File: src/hw/rtl/nsc_pkg.sv
`default_nettype none

package nsc_pkg;

	// Field widths fixed by the item and result formats.
	localparam int PIXEL_BITS      = 32;
	localparam int ROW_BITS        = 16;
	localparam int FRAME_COLS_BITS = 11;
	localparam int COUNT_BITS      = 4;
	localparam int CFG_INDEX_BITS  = 2;
	localparam int CFG_DATA_BITS   = 16;
	localparam int WIN_TAPS        = 9;

	// Result queue; the depth must stay a power of two so the pointers wrap.
	localparam int FIFO_DEPTH    = 8;
	localparam int FIFO_PTR_BITS = $clog2(FIFO_DEPTH);
	localparam int FIFO_CNT_BITS = $clog2(FIFO_DEPTH + 1);

	localparam logic KIND_PIXEL = 1'b0;
	localparam logic KIND_DRAIN = 1'b1;

	localparam logic [CFG_INDEX_BITS-1:0] REG_FRAME_ROWS = 2'd0;
	localparam logic [CFG_INDEX_BITS-1:0] REG_FRAME_COLS = 2'd1;

	typedef logic signed [PIXEL_BITS-1:0] pixel_t;

	typedef struct packed {
		logic   kind;
		pixel_t pixel_value;
	} item_t;

	typedef struct packed {
		logic [COUNT_BITS-1:0] smaller_count;
		logic                  end_of_row;
		logic                  end_of_frame;
	} result_t;

	// Window taps, index row * 3 + column; row 1 holds the center row.
	typedef pixel_t [WIN_TAPS-1:0] window_t;

	// Line store read data: port A and port B, upper and middle rows.
	typedef struct packed {
		pixel_t a_upper;
		pixel_t a_middle;
		pixel_t b_upper;
		pixel_t b_middle;
	} line_cols_t;

	// Per-item control decided when the item is accepted.
	typedef struct packed {
		logic is_pixel;
		logic emit_a;
		logic emit_b;
		logic up;
		logic down;
		logic left_a;
		logic right_a;
		logic left_b;
		logic eor_a;
		logic eof_a;
	} ctrl_t;

	typedef struct packed {
		logic [1:0] count;
		result_t    first;
		result_t    second;
	} push_t;

	// Counts neighbors smaller than the center tap. The center sits in row 1,
	// column 1 or, when ctr_is_right is set, column 2.
	function automatic logic [COUNT_BITS-1:0] count_smaller(
		input window_t w,
		input logic    ctr_is_right,
		input logic    up,
		input logic    down,
		input logic    left,
		input logic    right
	);
		logic [COUNT_BITS-1:0] cnt;
		pixel_t                ctr;
		int                    cc;
		int                    row;
		int                    col;
		logic                  use_it;
		cc  = ctr_is_right ? 2 : 1;
		ctr = w[3 + cc];
		cnt = '0;
		for (row = 0; row < 3; row++) begin
			for (col = 0; col < 3; col++) begin
				use_it = 1'b1;
				if (row == 1 && col == cc) use_it = 1'b0;
				if (row == 0 && !up) use_it = 1'b0;
				if (row == 2 && !down) use_it = 1'b0;
				if (col < cc - 1) use_it = 1'b0;
				if (col < cc && !left) use_it = 1'b0;
				if (col > cc && !right) use_it = 1'b0;
				if (use_it && ($signed(ctr) > $signed(w[row * 3 + col]))) begin
					cnt = cnt + COUNT_BITS'(1);
				end
			end
		end
		return cnt;
	endfunction

endpackage

`default_nettype wire

File: src/hw/rtl/nsc_result_fifo.sv
`default_nettype none

// Result queue: up to two results written per cycle, one read per cycle.
module nsc_result_fifo (
	input  wire logic                              clk,
	input  wire logic                              arst_n,
	input  wire nsc_pkg::push_t                    push,
	input  wire logic                              pop,
	output nsc_pkg::result_t                       head,
	output logic [nsc_pkg::FIFO_CNT_BITS-1:0]      count
);

	localparam int PW = nsc_pkg::FIFO_PTR_BITS;
	localparam int CNW = nsc_pkg::FIFO_CNT_BITS;

	nsc_pkg::result_t mem_q [nsc_pkg::FIFO_DEPTH];
	logic [PW-1:0]    wr_ptr_q, rd_ptr_q;
	logic [CNW-1:0]   count_q;

	always_ff @(posedge clk) begin
		if (push.count != 2'd0) begin
			mem_q[wr_ptr_q] <= push.first;
		end
		if (push.count == 2'd2) begin
			mem_q[PW'(wr_ptr_q + PW'(1))] <= push.second;
		end
	end

	always_ff @(posedge clk or negedge arst_n) begin
		if (!arst_n) begin
			wr_ptr_q <= '0;
			rd_ptr_q <= '0;
			count_q  <= '0;
		end else begin
			wr_ptr_q <= PW'(wr_ptr_q + PW'(push.count));
			rd_ptr_q <= PW'(rd_ptr_q + PW'(pop));
			count_q  <= CNW'(count_q + CNW'(push.count) - CNW'(pop));
		end
	end

	assign head  = mem_q[rd_ptr_q];
	assign count = count_q;

endmodule

`default_nettype wire

File: config.mk
export PLATFORM = sky130hd
export DESIGN_NAME = nsc_result_fifo
export DESIGN_NICKNAME = d
export VERILOG_FILES = /design/src/hw/rtl/nsc_pkg.sv /design/src/hw/rtl/nsc_result_fifo.sv
export SDC_FILE = /design/constraint.sdc
export NUM_CORES = 1
export LEC_CHECK = 0
export ABC_AREA = 1
export BUFFER_PORTS_ARGS = -buffer_cell sky130_fd_sc_hd__buf_2
export CAP_MARGIN = 20
export CORE_UTILIZATION = 40
export CTS_CLUSTER_DIAMETER = 100
export DETAILED_ROUTE_END_ITERATION = 8
export PLACE_DENSITY_LB_ADDON = 0.15
export SLEW_MARGIN = 30
export SYNTH_ARGS = -nofsm -noshare
export SYNTH_HDL_FRONTEND = slang
export SYNTH_SLANG_ARGS = --single-unit
File: constraint.sdc
create_clock -name clk -period 4.8 [get_ports clk]
set_input_delay 0.72 -clock clk [delete_from_list [all_inputs] [get_ports clk]]
set_output_delay 0.72 -clock clk [all_outputs]
set_load 0.02 [all_outputs]
== Word-level counts from Yosys, hierarchy flattened ==
Memory sizes are Yosys's and may differ from the RTL's.
Cells that the tools add are included.

* Logic and storage cells: 15
* ROM bits: 0
* Input bits: 17
* Register bits after elaboration: 10
* RAM bits: 48
* Bits in latches: 0
* Memories: 1

* Bitwise gates (word level): 0
* Shifts and indexed selects: 0
* Multipliers: 0
* Muxes and demuxes: 4
* Div/mod/pow operators: 0
* Magnitude comparators: 0
* Eq/ne operators: 1
* Reduce and logical (&&, ||, !) cells: 1
* Add/sub/neg operators: 5

{| class="wikitable"
|+ Memory list
! memory !! depth !! bits a word !! rd ports !! clocked after memory_dff !! wr ports !! RTL line !! RTL
|-
| mem_q || 8 || 6 || 1 || 0 || 2 || nsc_result_fifo.sv:16 || <nowiki>nsc_pkg::result_t mem_q [nsc_pkg::FIFO_DEPTH];</nowiki>
|}

{| class="wikitable"
|+ Operators with widths
! cell !! number
|-
| $add 4x2->4 || 1
|-
| $mux 1 || 4
|-
| $sub 4x1->4 || 1
|-
| $add 3x1->3 || 1
|-
| $add 3x1->3 const B || 1
|-
| $add 3x2->3 || 1
|-
| $eq 2x2->1 const B || 1
|-
| $reduce_bool 2->1 || 1
|}

== Longest topological paths before layout ==
* Depth after elaboration: 3
* Mapped depth: 8
* Mapped depth without buffers: 7

== Worst setup path after synthesis ==
Ideal clock, no wire load.

* Path type: input to register
* Start point: input push[12] in the netlist's numbering
* End point: memory mem_q[0][0] in the netlist's numbering, enable pin
* Stages: 5
* Arrival time: 1.596 ns
* Path slack: 2.827 ns
* Data required time: 4.423 ns
* Setup time: 0.377 ns
* Cell sequence: inv_1 > nand2_1 > nor2_2 > nand3_1 > o21ai_0

{| class="wikitable"
|+ RTL lines
! element !! RTL line !! RTL
|-
| start: declaration || nsc_result_fifo.sv:7 || <nowiki>input wire nsc_pkg::push_t push,</nowiki>
|-
| end: declaration || nsc_result_fifo.sv:16 ||
|}

==> run metrics <==
post-route minimum period 3.14 ns; Fin. Hold Viols 0; cell taking the most area after synthesis edfxtp_1; Fmax 318 MHz; number of buffers and inverters on the critical path 2; Placed Instances 555; Setup Viol. Count Final 0; min setup slack post-route 1.66 ns; RSZ-0062 raised after global routing no; DRC violations left 0; clk sinks 58; worst skew pair latency 0.34 ns; drt wl/cell 15.1 um; area fraction of the dominant cell type after synthesis 40.9%; synthesized cell area 3530 um2; initial antenna violation count 0; hold crit path type in -> async; Vias/cell 5.10; Warnings, synthesis 0; Synth Register Bits 58; # nets final 489; 1st-iter DRT viols 171; GRT Residual Overflow 0; die footprint 9200 um2; Rel. slew slack 38.2%; core area 8380 um2; # Post-CTS Setup Buffers 0; power density over the cells 621 nW/um2; CP max-delay cell dfrtp_1; TritonCTS buffer count 9; detailed-route via count 2912; GPL Wtd Cong 0.793; largest net degree at the start of global routing 30; design area 3810 um2; Post-Syn Nets 485; critical path cell sequence inv_1, nand2_1, nand3_1, nand2_1, nand2_1, nand2_1, buf_2; CTS clk-pin slew, worst paths 0.07 ns; CP dominant cell by count nand2_1; total power 2.36 mW; Clock Root Buffer clkbuf_8; Startpoint Class register; Die Ht 95.9 um; Max Slew Vio Count 0; CP Class reg -> out; port bufs 26; CTS resizes 0; CP top delay family flip-flops; max cap viols 0; Non-Filler Instances 571; syn avg cell area 7.72 um2; synth unique cells 19; initial core utilization 42.1%; final period utilization 65.4%; crit path capture type primary output; Detailed Place HPWL 6450 um; DP Area 3650 um2; fin util 45.4%; Peak VDD IR 342 uV; WHS 0.238 ns; setup slack after placement 1.85 ns; io pins 27; overall global routing resource usage 20.9%; CTS Hold Bufs 0; Area contributors post-synth edfxtp_1 (41%), nand2_1 (20%), nand4_1 (8.5%), inv_1 (7.2%), dfrtp_1 (7.1%); layout cells sized above 1 9.44%; Syn Inst Count 457; Area Overhead vs Synth 7.87%; final WL 8640 um; Max FO, Critical Path 26; post-detailed-route count of antenna-violating nets 0; First-pass DRT Iterations 5; first-pass GRT wire length 13800 um; Final TNS setup 0 ns; # rows 33; ant diodes 0; sequential area share after synthesis 47.9%; CTS tree built; clk buf depth 2; status completed; WP data arrival 2.42 ns; required time worst endpoint 4.08 ns; Die W 95.9 um; worst-margin pin slew 0.926 ns; Pleak 1.92 nW; Reg2Reg Setup Slack 2.11 ns; # H-tree levels 3; max incr delay on CP 0.85 ns; vias in the first global route 2642; Final Skew 0.00640 ns
==> final cells by class <==
type / count / area (um2)
well taps: 105 / 131
clock inverters: 4 / 20.0
multi-input cells: 297 / 1440
flip-flops and latches: 58 / 1690
clock buffers: 12 / 135
repair buffers: 26 / 130
inverters: 69 / 259
fillers: 846 / 4580
==> synthesized netlist by cell type (all sizes together) <==
cell type	number
inv	69
buf	23
clkbuf	10
xor2	2
nand3	33
a21oi	1
fa	2
o21ai	8
dfrtp	10
ha	9
edfxtp	48
nor2	2
nand4	48
xnor2	3
nand2	189
==> path summary, 6_finish.rpt <==
path                                       start               endpoint  cells after the start
min in group clk           wr_ptr_q[2]$_DFF_PN0_  wr_ptr_q[2]$_DFF_PN0_                      1
setup reg to reg           wr_ptr_q[0]$_DFF_PN0_  mem_q[0][3]$_DFFE_PP_                      4
hold reg to reg            wr_ptr_q[2]$_DFF_PN0_  wr_ptr_q[2]$_DFF_PN0_                      1
max in group asynchronous                 arst_n     count[2]$_DFF_PN0_                      1
hold / removal                            arst_n  rd_ptr_q[0]$_DFF_PN0_                      1
setup / recovery           rd_ptr_q[0]$_DFF_PN0_                head[2]                      7
==> report_power, final <==
group          internal (mW)  switching, mW
Clock                  0.184          0.183
Sequential             0.748          0.122
Combinational          0.307          0.821
Total                   1.24           1.13
==> flip-flops by register name, indices dropped and copies added, names as in the netlist <==
register	flops
rd_ptr_q	3
wr_ptr_q	3
mem_q	48
count	4
==> routing by layer <==
| metal | vias up | share of wire, % | global-route usage (%) |
|---|---|---|---|
| li1 | 1481 | - | - |
| met1 | 1297 | 47 | 29.5 |
| met4 | 0 | 2.1 | 8.33 |
| met5 | - | 0 | 0 |
| met2 | 115 | 44 | 31.6 |
| met3 | 19 | 7.1 | 4.19 |
==> worst reg2reg max path, cell delays in order, from the launching register on <==
cell     delay, ns
dfrtp_1       0.43
ha_1          0.86
inv_2         0.38
nand3_1       0.32
o21ai_0       0.35
==> kinds of logic (layout without fill, tap and decap cells) <==
logic type                 after synthesis  after routing  share of synthesized area [%]
buffers and inverters                  102            111                           11.4
AOI/OAI and AO/OA                        9              9                           1.28
DFF                                     58             58                           47.9
adders and majority gates               11             11                           4.33
xor gates and xnor gates                 5              5                           1.24
and+or+nand+nor                        272            272                           33.8
==> placed cells by master (no fill, tap or decap), types with 2 or more instances in the layout <==
cell,instances
nand2_1,187
inv_1,68
nand4_1,48
edfxtp_1,48
nand3_1,33
buf_2,26
dfrtp_1,10
ha_1,9
clkbuf_8,9
o21ai_0,8
clkinv_2,4
xnor2_1,3
clkbuf_1,3
nand2_2,2
xor2_1,2
fa_1,2
(Power assumes the default switching activity.)
